`src/dvru_pkg.sv`:
```
// ----------------------------------------------------------------------------
// dvru_pkg: shared types and constants for the route update block
// Status codes, op codes, controller states, command/status structs.
// ----------------------------------------------------------------------------
`default_nettype none
package dvru_pkg;

    localparam int NUM_DIRECT_DEF = 8;
    localparam int NUM_ROUTES_DEF = 64;
    localparam logic [31:0] INF_RESET = 32'd16;

    localparam logic [1:0] OP_ADV    = 2'd0;
    localparam logic [1:0] OP_LOAD   = 2'd1;
    localparam logic [1:0] OP_READ   = 2'd2;
    localparam logic [1:0] OP_UNUSED = 2'd3;

    localparam logic [3:0] ST_NO_DIRECT = 4'd0;
    localparam logic [3:0] ST_IMPROVED  = 4'd1;
    localparam logic [3:0] ST_REFRESHED = 4'd2;
    localparam logic [3:0] ST_UNCHANGED = 4'd3;
    localparam logic [3:0] ST_INSERTED  = 4'd4;
    localparam logic [3:0] ST_RT_FULL   = 4'd5;
    localparam logic [3:0] ST_LOADED    = 4'd6;
    localparam logic [3:0] ST_READ      = 4'd7;
    localparam logic [3:0] ST_DIR_FULL  = 4'd8;

    typedef enum logic [3:0] {
        S_IDLE, S_DSCAN, S_DWAIT, S_RSCAN, S_RWAIT, S_UPDATE, S_RDOUT, S_DONE
    } t_state;

    // controller -> datapath
    typedef struct packed {
        logic load_item;   // capture input item
        logic dscan_start; // clear direct scan counter
        logic dscan_step;  // compare current direct entry, advance
        logic rscan_start;
        logic rscan_step;
        logic rd_issue;    // issue memory read at current route pointer
        logic do_update;   // apply the item's write
        logic capture_out; // register result fields
    } t_cmd;

    // datapath -> controller
    typedef struct packed {
        logic [1:0] op;
        logic dscan_end;   // direct scan exhausted
        logic dhit;        // direct entry covers sender
        logic rscan_end;
        logic rhit;
    } t_stat;

    function automatic logic [31:0] net_mask(input logic [5:0] p);
        logic [31:0] m;
        if (p == 6'd0) m = 32'd0;
        else if (p >= 6'd32) m = 32'hFFFF_FFFF;
        else m = 32'hFFFF_FFFF << (6'd32 - p);
        return m;
    endfunction

endpackage
`default_nettype wire

```
`src/dvru_ctrl.sv`:
```
// ----------------------------------------------------------------------------
// dvru_ctrl: sequencer
// Walks direct scan, route scan, update and output for one item.
// ----------------------------------------------------------------------------
`default_nettype none
module dvru_ctrl (
    input  wire logic          i_clk,
    input  wire logic          i_rst_n,
    input  wire logic          i_start,
    input  wire logic          i_out_free,
    input  wire dvru_pkg::t_stat i_stat,
    output dvru_pkg::t_cmd     o_cmd,
    output logic               o_ready,
    output logic               o_done
);
    dvru_pkg::t_state r_state, n_state;

    always_ff @(posedge i_clk) begin
        if (!i_rst_n) begin
            r_state <= dvru_pkg::S_IDLE;
        end else begin
            r_state <= n_state;
        end
    end

    always_comb begin
        n_state = r_state;
        case (r_state)
            dvru_pkg::S_IDLE: begin
                if (i_start) n_state = dvru_pkg::S_DSCAN;
            end
            dvru_pkg::S_DSCAN: begin
                if (i_stat.op == dvru_pkg::OP_ADV) n_state = dvru_pkg::S_DWAIT;
                else n_state = dvru_pkg::S_UPDATE;
            end
            dvru_pkg::S_DWAIT: begin
                if (i_stat.dscan_end) n_state = dvru_pkg::S_UPDATE;
                else if (i_stat.dhit) n_state = dvru_pkg::S_RSCAN;
            end
            dvru_pkg::S_RSCAN: n_state = dvru_pkg::S_RWAIT;
            dvru_pkg::S_RWAIT: begin
                if (i_stat.rscan_end || i_stat.rhit) n_state = dvru_pkg::S_UPDATE;
            end
            dvru_pkg::S_UPDATE: n_state = dvru_pkg::S_RDOUT;
            dvru_pkg::S_RDOUT:  n_state = dvru_pkg::S_DONE;
            dvru_pkg::S_DONE: begin
                if (i_out_free) n_state = dvru_pkg::S_IDLE;
            end
            default: n_state = dvru_pkg::S_IDLE;
        endcase
    end

    always_comb begin
        o_cmd   = '0;
        o_ready = 1'b0;
        o_done  = 1'b0;
        case (r_state)
            dvru_pkg::S_IDLE: begin
                o_ready = 1'b1;
                o_cmd.load_item = i_start;
            end
            dvru_pkg::S_DSCAN: begin
                o_cmd.dscan_start = 1'b1;
                o_cmd.rscan_start = 1'b1;
            end
            dvru_pkg::S_DWAIT: begin
                o_cmd.dscan_step = ~(i_stat.dscan_end | i_stat.dhit);
            end
            dvru_pkg::S_RSCAN: o_cmd.rd_issue = 1'b1;
            dvru_pkg::S_RWAIT: begin
                if (!(i_stat.rscan_end || i_stat.rhit)) begin
                    o_cmd.rscan_step = 1'b1;
                    o_cmd.rd_issue   = 1'b1;
                end
            end
            dvru_pkg::S_UPDATE: o_cmd.do_update = 1'b1;
            dvru_pkg::S_RDOUT: o_cmd.rd_issue = 1'b1;
            dvru_pkg::S_DONE: begin
                o_cmd.capture_out = i_out_free;
                o_done = i_out_free;
            end
            default: ;
        endcase
    end
endmodule
`default_nettype wire

```
`config.mk`:
```
export PLATFORM = sky130hd
export DESIGN_NAME = dvru_ctrl
export DESIGN_NICKNAME = d
export VERILOG_FILES = /design/src/dvru_pkg.sv /design/src/dvru_ctrl.sv
export SDC_FILE = /design/constraint.sdc
export NUM_CORES = 1
export LEC_CHECK = 0
export BUFFER_PORTS_ARGS = -buffer_cell sky130_fd_sc_hd__buf_2
export CORE_AREA = 2 2 39 41
export DETAILED_ROUTE_END_ITERATION = 12
export DIE_AREA = 0 0 41 43
export PLACE_DENSITY_LB_ADDON = 0.08
export SYNTH_ARGS = -nofsm -noshare
export SYNTH_HDL_FRONTEND = slang
export SYNTH_SLANG_ARGS = --single-unit
```
`constraint.sdc`:
```
create_clock -name i_clk -period 2.1 [get_ports i_clk]
set_input_delay 0.42 -clock i_clk [delete_from_list [all_inputs] [get_ports i_clk]]
set_output_delay 0.42 -clock i_clk [all_outputs]
set_load 0.02 [all_outputs]
```
After elaboration in Yosys (flattened, before gate mapping). Cells that the tools add are included.

$add $sub $neg: 0. Multipliers: 0. Div/mod/pow operators: 0. Magnitude comparators: 0. Equal/unequal tests: 11. Shifts and indexed selects: 0. Mux-type cells: 16. Bitwise logic cells: 2. Reduce and logical (&&, ||, !) cells: 5.

Operator list (count): case mux 4 bit (8 select lines) (1); two-way mux 4 bit (5); equality test 4 x 3 -> 1 bit (second input constant) (4); equality test 4 x 2 -> 1 bit (second input constant) (2); two-way mux 1 bit (7); inequality test 2 bit (second input constant) (3); equality test 4 x 1 -> 1 bit (second input constant) (1); logical NOT 4 bit (1); AND reduction 4 bit (1); two-way mux 3 bit (1); inequality test 3 bit (second input constant) (1); logical NOT 2 bit (1); two-way mux 2 bit (1); case mux 1 bit (2 select lines) (1); OR reduction 2 bit (1); logical OR 1 bit (1); inverter 1 bit (1); OR 1 bit (1).

Bits in registers: 4. Latch bits: 0. Bits in writable memories: 0. ROM bits: 0. Input bits: 10. Output and inout port bits: 10. Memories: 0.

Logic depth before layout (Yosys ltp). Gate-level depths: netlist of the first run.

Word-level depth: 3. Depth in mapped cells: 5.

Worst setup path before layout of the first run. Ideal clock, no wire load.

Path type: flip-flop to output port. Start point: register r_state[0]. End point: output port o_cmd[6] (netlist bit). Arrival: 1.375 ns. Data required time: 1.680 ns. Path slack: 0.305 ns. Stages on the path, launching flop included: 5. Cells stage by stage: dfxtp_1 buf_6 inv_2 nor3_1 buf_4.

RTL lines: start, declared (RTL line dvru_ctrl.sv:16) `dvru_pkg::t_state r_state, n_state;`; start signal, assigned (RTL line dvru_ctrl.sv:20) `r_state <= dvru_pkg::S_IDLE;`; start signal, assigned (RTL line dvru_ctrl.sv:22) `r_state <= n_state;`; end, declared (RTL line dvru_ctrl.sv:12) `output dvru_pkg::t_cmd o_cmd,`.

==> results of run 1 <==
[final cells by class]
class	instances	share of cell area, %
timing repair buffer	19	21.7
multi-input combinational	30	49.7
tap	16	4.57
clock buffer	4	6.00
sequential	3	13.7
inverter	5	4.29
[stage by stage]
| stage | total power (W) | hold slack, ns | util [%] | worst slack, ns | instances |
|---|---|---|---|---|---|
| floorplan | 0.000250 | 0.536 | - | 0.305 | 43 |
| global placement | 0.000279 | 0.687 | 29.7 | 0.486 | 73 |
| detailed placement | 0.000276 | 0.690 | 29.7 | 0.465 | 73 |
| CTS | 0.000381 | 0.443 | 31.6 | 0.196 | 77 |
| global route | 0.000408 | 0.458 | 31.6 | 0.0515 | 77 |
| finish | 0.000372 | 0.446 | 31.6 | 0.235 | 77 |
[cell families after synthesis]
family          count (synthesis)
xor+xnor                        2
mux                             1
simple gates                   19
flops                           3
buf+inv                        10
compound gates                  8
[power by group through the flow]
stage / sequential [W] / combinational, W / clock [W]
after floorplan: 0.0000787 / 0.000172 / 0
after global placement: 0.000113 / 0.000166 / 0
after detailed placement: 0.000112 / 0.000163 / 0
after CTS: 0.000112 / 0.000163 / 0.000106
after global routing: 0.000115 / 0.000176 / 0.000116
final: 0.000111 / 0.000161 / 0.0000999
[worst register-to-register path: stages (launching register included)]
cell,delay (ns)
dfxtp_1,0.65
and4b_1,0.30
a21oi_2,0.05
a31oi_1,0.22
nor3b_1,0.07
[placed cells by master, fill, tap and decap left out, drive strengths merged]
master and n:
a211o 1, and4b 1, nand3 4, o311ai 1, mux2i 1, nor2 3
a31oi 1, and3 1, xor2 1, inv 5, and2 1, a21oi 4
dfxtp 3, nand3b 1, buf 19, xnor2 1, o21ai 1, nor4 2
nor3b 1, clkbuf 4, nor3 2, nand2 3
[worst min path at each step]
stage                       endpoint  slack [ns]
after global routing      r_state[0]        0.46
final                     r_state[0]        0.45
after global placement    r_state[0]        0.69
after CTS                 r_state[0]        0.44
after detailed placement  r_state[0]        0.69
after floorplan           r_state[0]        0.54
[metal layers]
metal	wire, um	up-vias	GRT usage [%]
met1	393	147	14.8
li1	-	184	-
met5	0	-	0
met3	55	2	1.57
met2	325	13	14.4
met4	17	0	6.00
==> metrics.cfg, run 1 <==
[status]
run_status=finished, final reports clean

[power_and_ir_drop]
netSwitchingPower_w=0.000161
p_per_area_nw_per_um2=850
p_int_w=0.000211
p_clk_share_pct=26.9
p_leak_nw=0.231
switching_share_pct=43.2
seq_power_share_pct=29.9
vdd_ir_drop_max_uv=316
combinationalPowerShare_pct=43.2

[logic_synthesis]
synth-simple-area-share_pct=39.5
synthArstFlopShare_pct=0
synth_top_area_cell=dfxtp_1
synth_top_family_by_area=simple AND/OR/NAND/NOR gates
synth_area_per_cell_um2=8.03
synth_top_area_share_pct=17.4
synthMostInstantiatedCell=inv_1
syn_area_um2=345
yosys_warnings=0
synth_adder_area_share_pct=0
synthMuxAreaShare_pct=2.90
synth_area_leaders=dfxtp_1 17%, buf_6 9.8%, nor4_4 6.2%, a21oi_1 4.3%, nand3_1 4.3%
ys_seq_elements=3
synth_seq_area_share_pct=17.4
synth_compound_area_share_pct=15.6
synth_nets=53
synth_edf_count=0
postSynthCellCount=43
synth-xor-area-share_pct=5.07
synth_cell_types=28
synth_flop_cell=dfxtp_1

[hold_path]
min-delay-start=i_rst_n
hold_path_depth=3
hp-class=input port to flip-flop

[sta]
rsz0062_at_grt=false
final_hold_viol_count=0
max_freq_ghz=0.536
post-route-period-util_pct=88.8
fin_skew_ns=0.000817
setup_violations=0
tightest_slew_ns=0.537
period_needed_ns=1.86
slew_viol_final=0
tns_ns=0
slew_headroom_pct=64.2

[cts]
clkSinkCount=3
ctsHoldBuffers=0
cts_tree=done
htree_levels=1
cts_setup_buffers=0
ctsResizeCount=0
clk_latency_ns=0.23
cts_root_buffer=clkbuf_4
clk_pin_slew_ns=0.03
cts_buffers=3
clockBufferDepth=2

[worst_setup_path]
crit_cells=3
required_ns=1.68
critPathCapture=o_cmd[0]
setup.worst_path.start_class=flip-flop
slowest_delay_ns=0.65
arrival_ns=1.44
r2r_setup_slack_ns=0.70
critPathKind=flip-flop to output port
r2r-end=r_state[2]
r2r_cells=4
end_kind=output port
reg2reg_from=r_state[0]
critPathBufInv=1
cp_top_family=flip-flops
cp_slowest_cell=dfxtp_1
critPathLaunch=r_state[0]
cp_cell_sequence=nand3_1 -> nor2_1 -> buf_2
cp_max_fo=13

[routing]
drt_iter0_markers=1
routed_via_density=4.49
ant_nets=0
wl_um=792
drt_first_pass_iters=4
drc=0
vias=346
routedWlPerCell_um=10.3

[global_route]
grt_pass1_wl_um=1260
grt_max_degree=14
grt_pass1_vias=301
antenna_found_initial=0
grt_overflow=0
grt_use_total_pct=10.4

[final_layout]
register_area_um2=60.1
multi_input_comb_area_um2=218
area_delta_synth_final_pct=26.8
diodes=0
num-fill-cells=164
layout-drive-gt1-share_pct=49.2
design_area_um2=438
largest_reg_flops=3
largestRegisters=r_state: 3 flops
regMostFlops=r_state
nets=72

[die]
die_w_um=41
rows=14
ios=20
dieArea_um2=1760
coreArea_um2=1380
die_y_um=43
initial_core_util_pct=25.0

[flow_run]
maxCapViolations=0

[placement]
dp_hpwl_um=611
place_area_um2=412
gp_congestion=0.691
io_buffers=19

Note: power is estimated with default switching activity, not from simulation.
==> inputs of run 2 (changes only) <==
--- a/config.mk
+++ b/config.mk
@@ -9,7 +9,9 @@
 export CORE_AREA = 2 2 39 41
 export DETAILED_ROUTE_END_ITERATION = 12
 export DIE_AREA = 0 0 41 43
+export MAX_ROUTING_LAYER = met4
 export PLACE_DENSITY_LB_ADDON = 0.08
+export RECOVER_POWER = 50
 export SYNTH_ARGS = -nofsm -noshare
 export SYNTH_HDL_FRONTEND = slang
 export SYNTH_SLANG_ARGS = --single-unit
==> metrics.cfg, run 2 (synthesis gave the netlist of run 1 again) <==
[die]
ios=20
initial_core_util_pct=25.0
die_w_um=41
die_y_um=43
rows=14
dieArea_um2=1760
coreArea_um2=1380

[cts]
clockBufferDepth=2
clk_pin_slew_ns=0.03
cts_tree=done
ctsHoldBuffers=0
clkSinkCount=3
cts_buffers=3
cts_setup_buffers=0
ctsResizeCount=0
cts_root_buffer=clkbuf_4
clk_latency_ns=0.23
htree_levels=1

[routing]
wl_um=796
drt_first_pass_iters=4
routed_via_density=4.53
drt_iter0_markers=2
drc=0
routedWlPerCell_um=10.3
ant_nets=0
vias=349

[final_layout]
nets=72
num-fill-cells=169
register_area_um2=60.1
largestRegisters=r_state: 3 flops
regMostFlops=r_state
diodes=0
largest_reg_flops=3
layout-drive-gt1-share_pct=42.6
final_cell_mix=17 x buf_2, 4 x inv_1, 4 x a21oi_1
area_delta_synth_final_pct=23.6
utilization_pct=30.8
multi_input_comb_area_um2=209
final_common_cell=buf_2

[placement]
dp_hpwl_um=611
gp_congestion=0.699
io_buffers=19

[global_route]
antenna_found_initial=0
grt_overflow=0
grt_pass1_vias=301
grt_pass1_wl_um=1260
grt_use_total_pct=10.7
grt_max_degree=14

[worst_setup_path]
cp_max_fo=13
setup.worst_path.start_class=flip-flop
end_kind=output port
required_ns=1.68
r2r-end=r_state[2]
critPathKind=flip-flop to output port
r2r_setup_slack_ns=0.64
r2r_cells=4
arrival_ns=1.43
reg2reg_from=r_state[0]

[status]
run_status=finished, final reports clean

[sta]
final_hold_viol_count=0
max_freq_ghz=0.541
setup_violations=0
period_needed_ns=1.85
fin_skew_ns=0.000817
slew_headroom_pct=65.5
rsz0062_at_grt=false
slew_viol_final=0
post-route-period-util_pct=88.0
tns_ns=0
tightest_slew_ns=0.517

[hold_path]
hp-class=input port to flip-flop
hold_path_depth=3
worst_hold_path.endpoint=r_state[0]
min-delay-start=i_rst_n

[flow_run]
maxCapViolations=0

[power_and_ir_drop]
vdd_ir_drop_max_uv=304
p_per_area_nw_per_um2=852
p_leak_nw=0.221

run 2: worst max-delay path by stage:
stage	slack, ns	cells past startpoint	endpoint	from
finish	0.25	3	o_cmd[0]	r_state[0]
global route	0.07	3	o_done	r_state[0]
CTS	0.20	3	o_cmd[0]	r_state[0]
detailed placement	0.46	3	o_cmd[0]	r_state[0]
global placement	0.49	3	o_done	r_state[0]
floorplan	0.31	4	o_cmd[6]	r_state[0]
run 2: cell type report:
| class | instances | area share [%] |
|---|---|---|
| Tap cell | 16 | 4.69 |
| Inverter | 5 | 4.40 |
| Multi-Input combinational cell | 30 | 49.0 |
| Sequential cell | 3 | 14.1 |
| Clock buffer | 4 | 6.16 |
| Timing Repair Buffer | 19 | 21.7 |
run 2: per-layer routing:
metal  part of all wire [%]  up-vias  global-route usage [%]
li1                       -      185                       -
met1                     49      149                    14.8
met2                     41       13                    14.4
met3                    7.0        2                    1.57
met4                    2.1        0                    6.00
met5                      0        -                       -
run 2: stage by stage:
step	area, um2	total power [W]	std cells	worst slack (ns)	hold WS, ns
after floorplan	345	0.000250	43	0.305	0.536
after global placement	412	0.000279	73	0.486	0.687
after detailed placement	412	0.000276	73	0.465	0.690
after CTS	438	0.000381	77	0.196	0.443
after global routing	427	0.000399	77	0.0697	0.458
final	427	0.000364	77	0.253	0.446
run 2: critical path, stage by stage (launching register included):
cell and delay (ns):
dfxtp_1 0.63, nand3_1 0.17, nor2_1 0.19, buf_2 0.20
run 2: report_power, final:
part           internal (W)  switching, W   total, W  leakage, nW
logic             0.0000662     0.0000882   0.000154        0.182
registers         0.0000684     0.0000409   0.000109       0.0248
clock network     0.0000711     0.0000288  0.0000999       0.0150
total              0.000206      0.000158   0.000364        0.221
